`src/sv/psq_pkg.sv`:
```
// shared types, constants and microcode rom of the priority scheduler queue
// no dependencies
`timescale 1ns / 1ps

package psq_pkg;

  localparam int QUEUE_DEPTH = 16;
  localparam int CNT_W       = $clog2(QUEUE_DEPTH + 1);
  localparam int STEP_W      = 3;

  localparam logic FN_INSERT = 1'b0;
  localparam logic FN_SERVE  = 1'b1;

  typedef enum logic [1:0] {
    ST_INSERTED = 2'd0,
    ST_DROPPED  = 2'd1,
    ST_SERVED   = 2'd2,
    ST_EMPTY    = 2'd3
  } status_t;

  typedef struct packed {
    logic        func;
    logic [15:0] process_id;
    logic [15:0] burst_length;
    logic [7:0]  job_priority;
  } in_word_t;

  typedef struct packed {
    logic [1:0]  status;
    logic [15:0] served_id;
    logic [7:0]  served_priority;
    logic [31:0] waiting_time;
    logic [31:0] turnaround_time;
    logic [31:0] total_waiting;
    logic [31:0] total_turnaround;
    logic [4:0]  queue_count;
  } out_word_t;

  typedef struct packed {
    logic [15:0] id;
    logic [15:0] burst;
    logic [7:0]  prio;
  } job_t;

  typedef struct packed {
    logic insert;
    logic serve;
  } store_cmd_t;

  typedef struct packed {
    logic             full;
    logic             empty;
    logic [CNT_W-1:0] count;
  } store_stat_t;

  // datapath action of one step
  typedef enum logic [2:0] {
    UOP_NOP,
    UOP_LATCH,
    UOP_INSERT,
    UOP_SERVE,
    UOP_SUMS,
    UOP_EMIT
  } uop_t;

  // how the step counter moves on
  typedef enum logic [2:0] {
    JC_NEXT,
    JC_GOTO,
    JC_DISPATCH,
    JC_FAULT,
    JC_OUT_FREE
  } jcond_t;

  typedef struct packed {
    uop_t              uop;
    jcond_t            jc;
    logic [STEP_W-1:0] target;
  } ctl_t;

  localparam logic [STEP_W-1:0] STEP_IDLE = 3'd0;
  localparam logic [STEP_W-1:0] STEP_INS  = 3'd1;
  localparam logic [STEP_W-1:0] STEP_SRV0 = 3'd2;  // must follow STEP_INS for dispatch
  localparam logic [STEP_W-1:0] STEP_SRV1 = 3'd3;
  localparam logic [STEP_W-1:0] STEP_EMIT = 3'd4;

  function automatic ctl_t ucode_rom(input logic [STEP_W-1:0] step);
    ctl_t w;
    unique case (step)
      STEP_IDLE: w = '{uop: UOP_LATCH,  jc: JC_DISPATCH, target: STEP_INS};
      STEP_INS:  w = '{uop: UOP_INSERT, jc: JC_GOTO,     target: STEP_EMIT};
      STEP_SRV0: w = '{uop: UOP_SERVE,  jc: JC_FAULT,    target: STEP_EMIT};
      STEP_SRV1: w = '{uop: UOP_SUMS,   jc: JC_GOTO,     target: STEP_EMIT};
      STEP_EMIT: w = '{uop: UOP_EMIT,   jc: JC_OUT_FREE, target: STEP_IDLE};
      default:   w = '{uop: UOP_NOP,    jc: JC_GOTO,     target: STEP_IDLE};
    endcase
    return w;
  endfunction

endpackage

```
`src/sv/psq_job_store.sv`:
```
// sorted job store: a row of cells that insert in place or shift toward the head
// depends on psq_pkg
`timescale 1ns / 1ps

module psq_job_store import psq_pkg::*; (
  input  logic        clk,
  input  logic        rst_n,
  input  store_cmd_t  cmd,
  input  job_t        new_job,
  output job_t        head_job,
  output store_stat_t stat
);

  job_t             q [QUEUE_DEPTH];
  logic [QUEUE_DEPTH-1:0] keep;
  logic [CNT_W-1:0] cnt_r;
  logic             full;
  logic             empty;
  logic             do_ins;
  logic             do_srv;

  assign full   = (cnt_r == CNT_W'(QUEUE_DEPTH));
  assign empty  = (cnt_r == '0);
  assign do_ins = cmd.insert && !full;
  assign do_srv = cmd.serve && !empty;

  // a cell holds its job when it is occupied and outranks or ties the new one
  always_comb begin
    for (int i = 0; i < QUEUE_DEPTH; i++) begin
      keep[i] = (CNT_W'(i) < cnt_r) && (q[i].prio >= new_job.prio);
    end
  end

  for (genvar g = 0; g < QUEUE_DEPTH; g++) begin : g_cell
    job_t cell_r;
    job_t prev_job;
    job_t next_job;
    logic take_new;

    if (g == 0) begin : g_first
      assign take_new = 1'b1;
      assign prev_job = new_job;
    end else begin : g_rest
      assign take_new = keep[g-1];
      assign prev_job = q[g-1];
    end

    if (g == QUEUE_DEPTH - 1) begin : g_last
      assign next_job = cell_r;
    end else begin : g_mid
      assign next_job = q[g+1];
    end

    always_ff @(posedge clk) begin
      if (do_ins && !keep[g]) begin
        cell_r <= take_new ? new_job : prev_job;
      end else if (do_srv) begin
        cell_r <= next_job;
      end
    end

    assign q[g] = cell_r;
  end

  always_ff @(posedge clk) begin
    if (!rst_n) begin
      cnt_r <= '0;
    end else if (do_ins) begin
      cnt_r <= cnt_r + 1'b1;
    end else if (do_srv) begin
      cnt_r <= cnt_r - 1'b1;
    end
  end

  assign head_job   = q[0];
  assign stat.full  = full;
  assign stat.empty = empty;
  assign stat.count = cnt_r;

endmodule

```
`src/sv/priority_scheduler_queue.sv`:
```
// priority scheduler queue top: microcoded sequencer, timing arithmetic, result register
// depends on psq_pkg and psq_job_store
// a word is accepted only at the idle step, so a new word waits until the last one has run
// through the rom program (latch, insert or serve and sums, emit) and its result is loaded;
// a stalled result in the result register holds the emit step and so the next word
// reset: synchronous active-low rst_n empties the queue, zeroes time and sums
`timescale 1ns / 1ps

module priority_scheduler_queue import psq_pkg::*; (
  input  logic      clk,
  input  logic      rst_n,
  input  logic      in_valid,
  output logic      in_stall,
  input  in_word_t  in_word,
  output logic      out_valid,
  input  logic      out_stall,
  output out_word_t out_word
);

  // saturating 32-bit add
  function automatic logic [31:0] sat_add32(input logic [31:0] a, input logic [31:0] b);
    logic [32:0] s;
    s = {1'b0, a} + {1'b0, b};
    return s[32] ? '1 : s[31:0];
  endfunction

  // sequencer
  logic [STEP_W-1:0] step_r;
  logic [STEP_W-1:0] step_nxt;
  ctl_t              ctl;
  logic              in_accept;
  logic              out_free;

  // datapath registers
  in_word_t    in_r;
  status_t     status_r;
  logic [15:0] sid_r;
  logic [7:0]  sprio_r;
  logic [31:0] wait_r;
  logic [31:0] tat_r;
  logic [31:0] time_r;
  logic [31:0] time_nxt;
  logic [31:0] sumw_r;
  logic [31:0] sumt_r;
  out_word_t   out_word_r;
  logic        out_valid_r;

  // store interface
  store_cmd_t  cmd;
  store_stat_t st;
  job_t        new_job;
  job_t        head_job;

  // the control word of the current step drives everything below
  assign ctl = ucode_rom(step_r);

  // input taken only at the idle step; a waiting result does not block it
  assign in_stall  = (step_r != STEP_IDLE);
  assign in_accept = in_valid && !in_stall;
  assign out_free  = !out_valid_r || !out_stall;

  // next step: conditional jumps from the control word
  always_comb begin
    unique case (ctl.jc)
      JC_NEXT:     step_nxt = step_r + 1'b1;
      JC_GOTO:     step_nxt = ctl.target;
      // insert goes to target, serve to the step right after it
      JC_DISPATCH: step_nxt = in_accept ? ctl.target + STEP_W'(in_word.func) : step_r;
      // empty queue on serve: skip the sums straight to emit
      JC_FAULT:    step_nxt = st.empty ? ctl.target : step_r + 1'b1;
      JC_OUT_FREE: step_nxt = out_free ? ctl.target : step_r;
      default:     step_nxt = STEP_IDLE;
    endcase
  end

  // store commands
  assign cmd.insert = (ctl.uop == UOP_INSERT);
  assign cmd.serve  = (ctl.uop == UOP_SERVE);

  assign new_job.id    = in_r.process_id;
  assign new_job.burst = in_r.burst_length;
  assign new_job.prio  = in_r.job_priority;

  psq_job_store u_store (
    .clk      (clk),
    .rst_n    (rst_n),
    .cmd      (cmd),
    .new_job  (new_job),
    .head_job (head_job),
    .stat     (st)
  );

  // finishing time of the head job, which is also its turnaround
  assign time_nxt = sat_add32(time_r, {16'b0, head_job.burst});

  // control state and accumulators
  always_ff @(posedge clk) begin
    if (!rst_n) begin
      step_r      <= STEP_IDLE;
      out_valid_r <= 1'b0;
      time_r      <= '0;
      sumw_r      <= '0;
      sumt_r      <= '0;
    end else begin
      step_r <= step_nxt;
      if (ctl.uop == UOP_EMIT && out_free) begin
        out_valid_r <= 1'b1;
      end else if (!out_stall) begin
        out_valid_r <= 1'b0;
      end
      if (ctl.uop == UOP_SERVE && !st.empty) begin
        time_r <= time_nxt;
      end
      // both sums from registered operands, independent adds
      if (ctl.uop == UOP_SUMS) begin
        sumw_r <= sat_add32(sumw_r, wait_r);
        sumt_r <= sat_add32(sumt_r, tat_r);
      end
    end
  end

  // payload registers
  always_ff @(posedge clk) begin
    if (ctl.uop == UOP_LATCH && in_accept) begin
      in_r    <= in_word;
      sid_r   <= '0;
      sprio_r <= '0;
      wait_r  <= '0;
      tat_r   <= '0;
    end
    if (ctl.uop == UOP_INSERT) begin
      status_r <= st.full ? ST_DROPPED : ST_INSERTED;
    end
    if (ctl.uop == UOP_SERVE) begin
      if (st.empty) begin
        status_r <= ST_EMPTY;
      end else begin
        status_r <= ST_SERVED;
        sid_r    <= head_job.id;
        sprio_r  <= head_job.prio;
        wait_r   <= time_r;
        tat_r    <= time_nxt;
      end
    end
    // result register: holds while stalled, loaded only when free
    if (ctl.uop == UOP_EMIT && out_free) begin
      out_word_r.status           <= status_r;
      out_word_r.served_id        <= sid_r;
      out_word_r.served_priority  <= sprio_r;
      out_word_r.waiting_time     <= wait_r;
      out_word_r.turnaround_time  <= tat_r;
      out_word_r.total_waiting    <= sumw_r;
      out_word_r.total_turnaround <= sumt_r;
      out_word_r.queue_count      <= 5'(st.count);
    end
  end

  assign out_valid = out_valid_r;
  assign out_word  = out_word_r;

endmodule

```
`config.mk`:
```
export PLATFORM = sky130hd
export DESIGN_NAME = priority_scheduler_queue
export DESIGN_NICKNAME = d
export VERILOG_FILES = /design/src/sv/psq_pkg.sv /design/src/sv/psq_job_store.sv /design/src/sv/priority_scheduler_queue.sv
export SDC_FILE = /design/constraint.sdc
export NUM_CORES = 2
export LEC_CHECK = 0
export ABC_CLOCK_PERIOD_IN_PS = 8700
export BUFFER_PORTS_ARGS = -buffer_cell sky130_fd_sc_hd__buf_2
export CAP_MARGIN = 10
export CORE_MARGIN = 4
export CORE_UTILIZATION = 55
export CTS_CLUSTER_DIAMETER = 30
export DETAILED_ROUTE_END_ITERATION = 12
export PLACE_DENSITY = 0.81
export SLEW_MARGIN = 10
export SYNTH_ARGS = -nofsm -noshare
export SYNTH_HDL_FRONTEND = slang
export SYNTH_HIERARCHICAL = 1
export SYNTH_SLANG_ARGS = --single-unit
export TNS_END_PERCENT = 100
```
`constraint.sdc`:
```
create_clock -name clk -period 8.7 [get_ports clk]
set_input_delay 0.87 -clock clk [delete_from_list [all_inputs] [get_ports clk]]
set_output_delay 0.87 -clock clk [all_outputs]
set_load 0.05 [all_outputs]
```
======== Word-level counts from Yosys, hierarchy flattened ========
Cells that the tools add are included.
storage, ports and cells
  bits in registers ....................... 1034
  bits in latches ......................... 0
  memory bits (writable) .................. 0
  bits in read-only memories .............. 0
  input port bits ......................... 45
  output and inout bits ................... 161
  logic and storage cells ................. 280
  memories ................................ 0
operators by class
  add/subtract/negate cells ............... 7
  $mul .................................... 0
  divide/modulo/power cells ............... 0
  order comparisons ....................... 32
  eq/ne operators ......................... 17
  shifts and indexed selects .............. 0
  mux-type cells .......................... 73
  bitwise gates (word level) .............. 0
  reductions and logical operators ........ 81
operator list
  kind                 count
  $mux 40              45
  $mux 32              9
  $ge 8x8->1           16
  $add 32x32->33       2
  $mux 16              3
  $pmux 9 s5           1
  $lt 4x5->1 const A   8
  $logic_and 1x1->1    37
  $reduce_bool 2->1    17
  $add 32x16->33       1
  $mux 8               3
  $logic_not 1->1      21
  $lt 3x5->1 const A   4
  $eq 3x2->1 const B   6
  $pmux 3 s5           1
  $eq 3x3->1 const B   4
  $lt 1x5->1 const A   2
  $lt 2x5->1 const A   2
  $mux 5               2
  $eq 3x1->1 const B   3
  $mux 3               3
  $logic_not 3->1      2
  $add 5x1->5 const B  1
  $eq 5x5->1 const B   1
  11 further kinds     16

======== Depth between registers and ports, before layout ========
  word-level depth ........................ 7
  gate-level depth with buffers ........... 13
  depth with buffers taken out ............ 11

======== Modules after synthesis ========
Netlist, hierarchy kept.
modules (own cells, without submodules)
  module                    times used  cells an instance  area each (um^2)  seq. area each (um^2)
  psq_job_store             1           3075               35081.1           19318.5
  priority_scheduler_queue  1           1578               16930.0           9799.4

======== Least setup slack after synthesis ========
Ideal clock, no wire load.
  path kind ............................... register -> register
  start ................................... register step_r[0]
  end ..................................... register out_word_r, in the netlist out_word[0] (enable)
  setup time .............................. 0.730 ns
  arrival time ............................ 8.611 ns
  required time ........................... 7.970 ns
  slack ................................... -0.642 ns
  stages on the path, launching flop included .. 6
  buffers on the path ..................... 0
  clock period less this slack ............ 9.342 ns
  cell sequence ........................... dfxtp_1 > inv_1 > ha_1 > and2_1 > o21ai_0 > a21oi_1
on the way
  word-level cells in the longest chain between the ends .. 4
  elaborated cells on any way between the ends .. 8
  classes of those cells .................. eq/ne: 5; mux: 1; reduce/logical: 2
RTL lines
  what                                      line                             text
  start: declaration                        priority_scheduler_queue.sv:28   logic [STEP_W-1:0] step_r;
  start signal: assignment                  priority_scheduler_queue.sv:105  step_r <= step_nxt;
  $eq 3x3->1, or another cell as far along  psq_pkg.sv:89                    unique case (step)
  $pmux 9 s5 (*)                            psq_pkg.sv:89
  $eq 3x3->1 (*)                            priority_scheduler_queue.sv:146  if (ctl.uop == UOP_EMIT && out_free) begin
  $logic_and 1x1->1 (*)                     priority_scheduler_queue.sv:146
  end: declaration                          priority_scheduler_queue.sv:45   out_word_t out_word_r;
Mark *: on every way between the ends. The rest lies on a longest branch, timed or not.
A chain may end at the register's enable or synchronous reset.

==> summary.md <==
| Metric | Value |
|---|---|
| GPL Wtd Cong | 0.8924 |
| Slew HR | 0.1638 |
| Worst Tran Pin Value | 1253 ps |
| Final ANT Viol Nets | 0 |
| Most common cell in the netlist | edfxtp_1 |
| Total grt overflow | 0 |
| Synthesized net count | 4920 |
| NumNets Final | 5083 |
| DRC viols | 0 |
| Worst setup EP type | flop |
| Clock Sinks | 1034 |
| Ys flop type | edfxtp_1 |
| WP data required | 9090 ps |
| Pins over their slew limit | 0 |
| Share of the synthesized area in the top cell type | 0.4856 |
| Routed length per instance | 21.47 um |
| R2r setup slk | 4220 ps |
| Worst IR drop on VDD | 0.0002588 V |
| Clk buf depth | 3 |
| Vias post-DR | 38210 |
| Vias/cell | 6.109 |
| Leakage power | 23.68 nW |
| Vias in the first global route | 37820 |
| Sw frac | 0.3699 |
| Largest net degree at the start of global routing | 98 |
| Iter 0 DRT Violations | 4462 |
| Min cycle time layout | 4476 ps |
| Syn Area/Cell | 11.18 sq um |
| CP Class | flop to flop |
| Global-route wire length before repair | 210.9 mm |
| Internal power | 15.84 mW |
| Post-CTS setup buffer count | 0 |
| 1st-pass router iterations | 6 |
| Worst-path maximum fanout | 81 |
| Metal3 WL | 11.35 mm |
| Met1 WL | 53.29 mm |
| RSZ-0062 raised after global routing | false |
| Psw | 9.296 mW |
| Number of buffers created by CTS | 204 |
| CTS tree | done |
| Worst path bufs/invs | 3 |
| Final period util | 0.5145 |
| Chip Width | 315.5 um |
| Initial Util | 0.5556 |
| Power, Total | 25.13 mW |
| Post-synth EDFFs | 841 |
| Buffers on Ports | 205 |
| Cell mode on critical path | buf_4 |
| Synth Warn # | 6 |
| Final std cell area, no fill | 61430 sq um |
| Dpl cell area | 54040 sq um |
| Core ar. | 93610 sq um |
| PwrDens | 409.1 nW/um^2 |
| Critical-path cell list | inv_1 > ha_1 > nor4_2 > nand2_1 > a211oi_4 > buf_4 > nand2b_2 > buf_4 |
| # IOs | 206 |
| Max-cap violations | 0 |
| # H-tree levels | 4 |
| Worst setup SP type | flop |
| Synthesized flop and latch total | 1034 |
| Synth area leaders | edfxtp_1 (49%), mux2i_1 (11%), dfxtp_1 (7.4%) |
| Fin util | 0.6563 |
| Status | finished clean |
| Seq pwr share | 0.378 |
| Syn Inst Count | 4653 |
| Fraction of registers with async set/reset | 0 |
| Fin. Hold Viols | 0 |
| All-Layer GR Usage | 0.2662 |
| Layout cell share with drive strength beyond 1 | 0.1484 |
| Final std cells w/o fill | 6254 |
| Skew-Pair Late Insertion Delay | 790 ps |
| Dominant cell type by area after synthesis | edfxtp_1 |
| Final setup TNS | 0 ps |
| Max Fclk | 223.4 MHz |
| DRT Wirelength | 134.3 mm |
| CTS clk-pin slew, worst paths | 50 ps |
| Comb power frac | 0.295 |
| Finish-stage setup viols | 0 |
| Yosys cell types | 80 |
| Hold WC Path Type | primary input to flop |
| WL met2 | 64.45 mm |
| Synth cell count leaders | edfxtp_1 (841), nand2_1 (723), o21ai_0 (589) |
| # placed instances | 5864 |
| WP data arrival | 4870 ps |
| Max Clock Skew | 47.96 ps |
| Post-DP HPWL | 86.15 mm |
| Rows | 112 |
| CTS Hold Bufs | 0 |
| Clock share of power | 0.327 |
| Worst path slowest cell | nor4_2 |
| Crit path max-delay family | simple AND/OR/NAND/NOR gates |
| Post-cts resize count | 0 |
| Die Area | 99550 sq um |
| Die H | 315.5 um |
| Initial antenna violation count | 1 |
| Root Buffer | clkbuf_16 |
| Worst path max stage delay | 830 ps |
| DR top layer | met4 |
| Sequential share of the synthesized area | 0.5598 |
| Mapped Area | 52010 sq um |
| Area Overhead vs Synth | 18.11% |
power by group through the flow:
| stage | Combinational [mW] | Sequential, mW | Clock, mW |
|---|---|---|---|
| floorplan | 4.95 | 9.36 | 0 |
| global placement | 6.91 | 9.39 | 0 |
| detailed placement | 7.22 | 9.44 | 0 |
| CTS | 7.35 | 9.44 | 8.29 |
| global route | 8.18 | 9.64 | 8.58 |
| finish | 7.41 | 9.50 | 8.22 |
final cells by class:
cell class,instances,area [sq um]
Antenna cell,1,2.502
Clock buffer,232,5354
Clock inverter,157,2032
Fill cell,6763,32180
Inverter,69,259.0
Multi-Input combinational cell,3244,21640
Sequential cell,1034,29120
Tap cell,1254,1569
Timing Repair Buffer,263,1461
worst paths after layout:
kind                                                start  depth (start not counted)                                         to
worst max-delay path               step_r[0]$_SDFFE_PN0P_                          8  u_store/g_cell[13].next_job[27]$_DFFE_PP_
worst min-delay path                          in_word[29]                          1                         in_r[29]$_DFFE_PP_
worst max register to register     step_r[0]$_SDFFE_PN0P_                          8  u_store/g_cell[13].next_job[27]$_DFFE_PP_
worst min register to register  status_r[1]$_SDFFCE_PP1P_                          0                    out_word[158]$_DFFE_PP_
per-layer routing:
layer,GRT usage,vias up
met3,0.05060,358
met2,0.4396,1982
met4,0.1181,0
li1,-,17500
met5,0,-
met1,0.3442,18370
kinds of logic (layout without fill, tap and decap cells):
family          count (synthesis)  after routing  share of synthesized area
simple gates                 1160           1160                    0.09495
xor+xnor                       77             77                    0.01297
flops                        1034           1034                     0.5598
buf+inv                       375            721                    0.03106
mux                           630            630                     0.1230
other cells                     0              1                          0
compound gates               1155           1155                     0.1243
fa+ha+maj                     222            222                    0.05384
worst register-to-register path: stages, from the launching register on:
cell      delay, ps
dfxtp_1         360
inv_1           130
ha_1            330
nor4_2          840
nand2_1         590
a211oi_4        320
buf_4           660
nand2b_2        300
buf_4           530
state kept, by name, indices dropped and copies added (netlist names):
signal	flops
in_r	40
out_valid	1
out_word	159
sid_r	16
sprio_r	8
status_r	2
step_r	3
sumt_r	32
sumw_r	32
tat_r	32
time_r	32
u_store/cnt_r	5
u_store/g_cell.cell_r	40
u_store/g_cell.next_job	520
u_store/g_cell.prev_job	40
u_store/head_job	40
wait_r	32
stage by stage:
stage               setup WS (ps)  hold slack, ps
finish                       4224           251.2
global route                 4038           221.8
CTS                          4278           208.1
detailed placement           4327           407.2
global placement             4433           402.2
floorplan                    2946           400.3
cell usage in the layout (no fill, tap or decap), types with 68 or more instances in the layout:
cell type    n
nand2_1    712
a21oi_1    305
nand3_1     98
ha_1       219
nor2_1     160
dfxtp_1    193
clkbuf_16  207
buf_2      205
inv_1       68
mux2i_1    555
edfxtp_1   841
o21ai_0    589
Power figures use the tool's default switching activity.
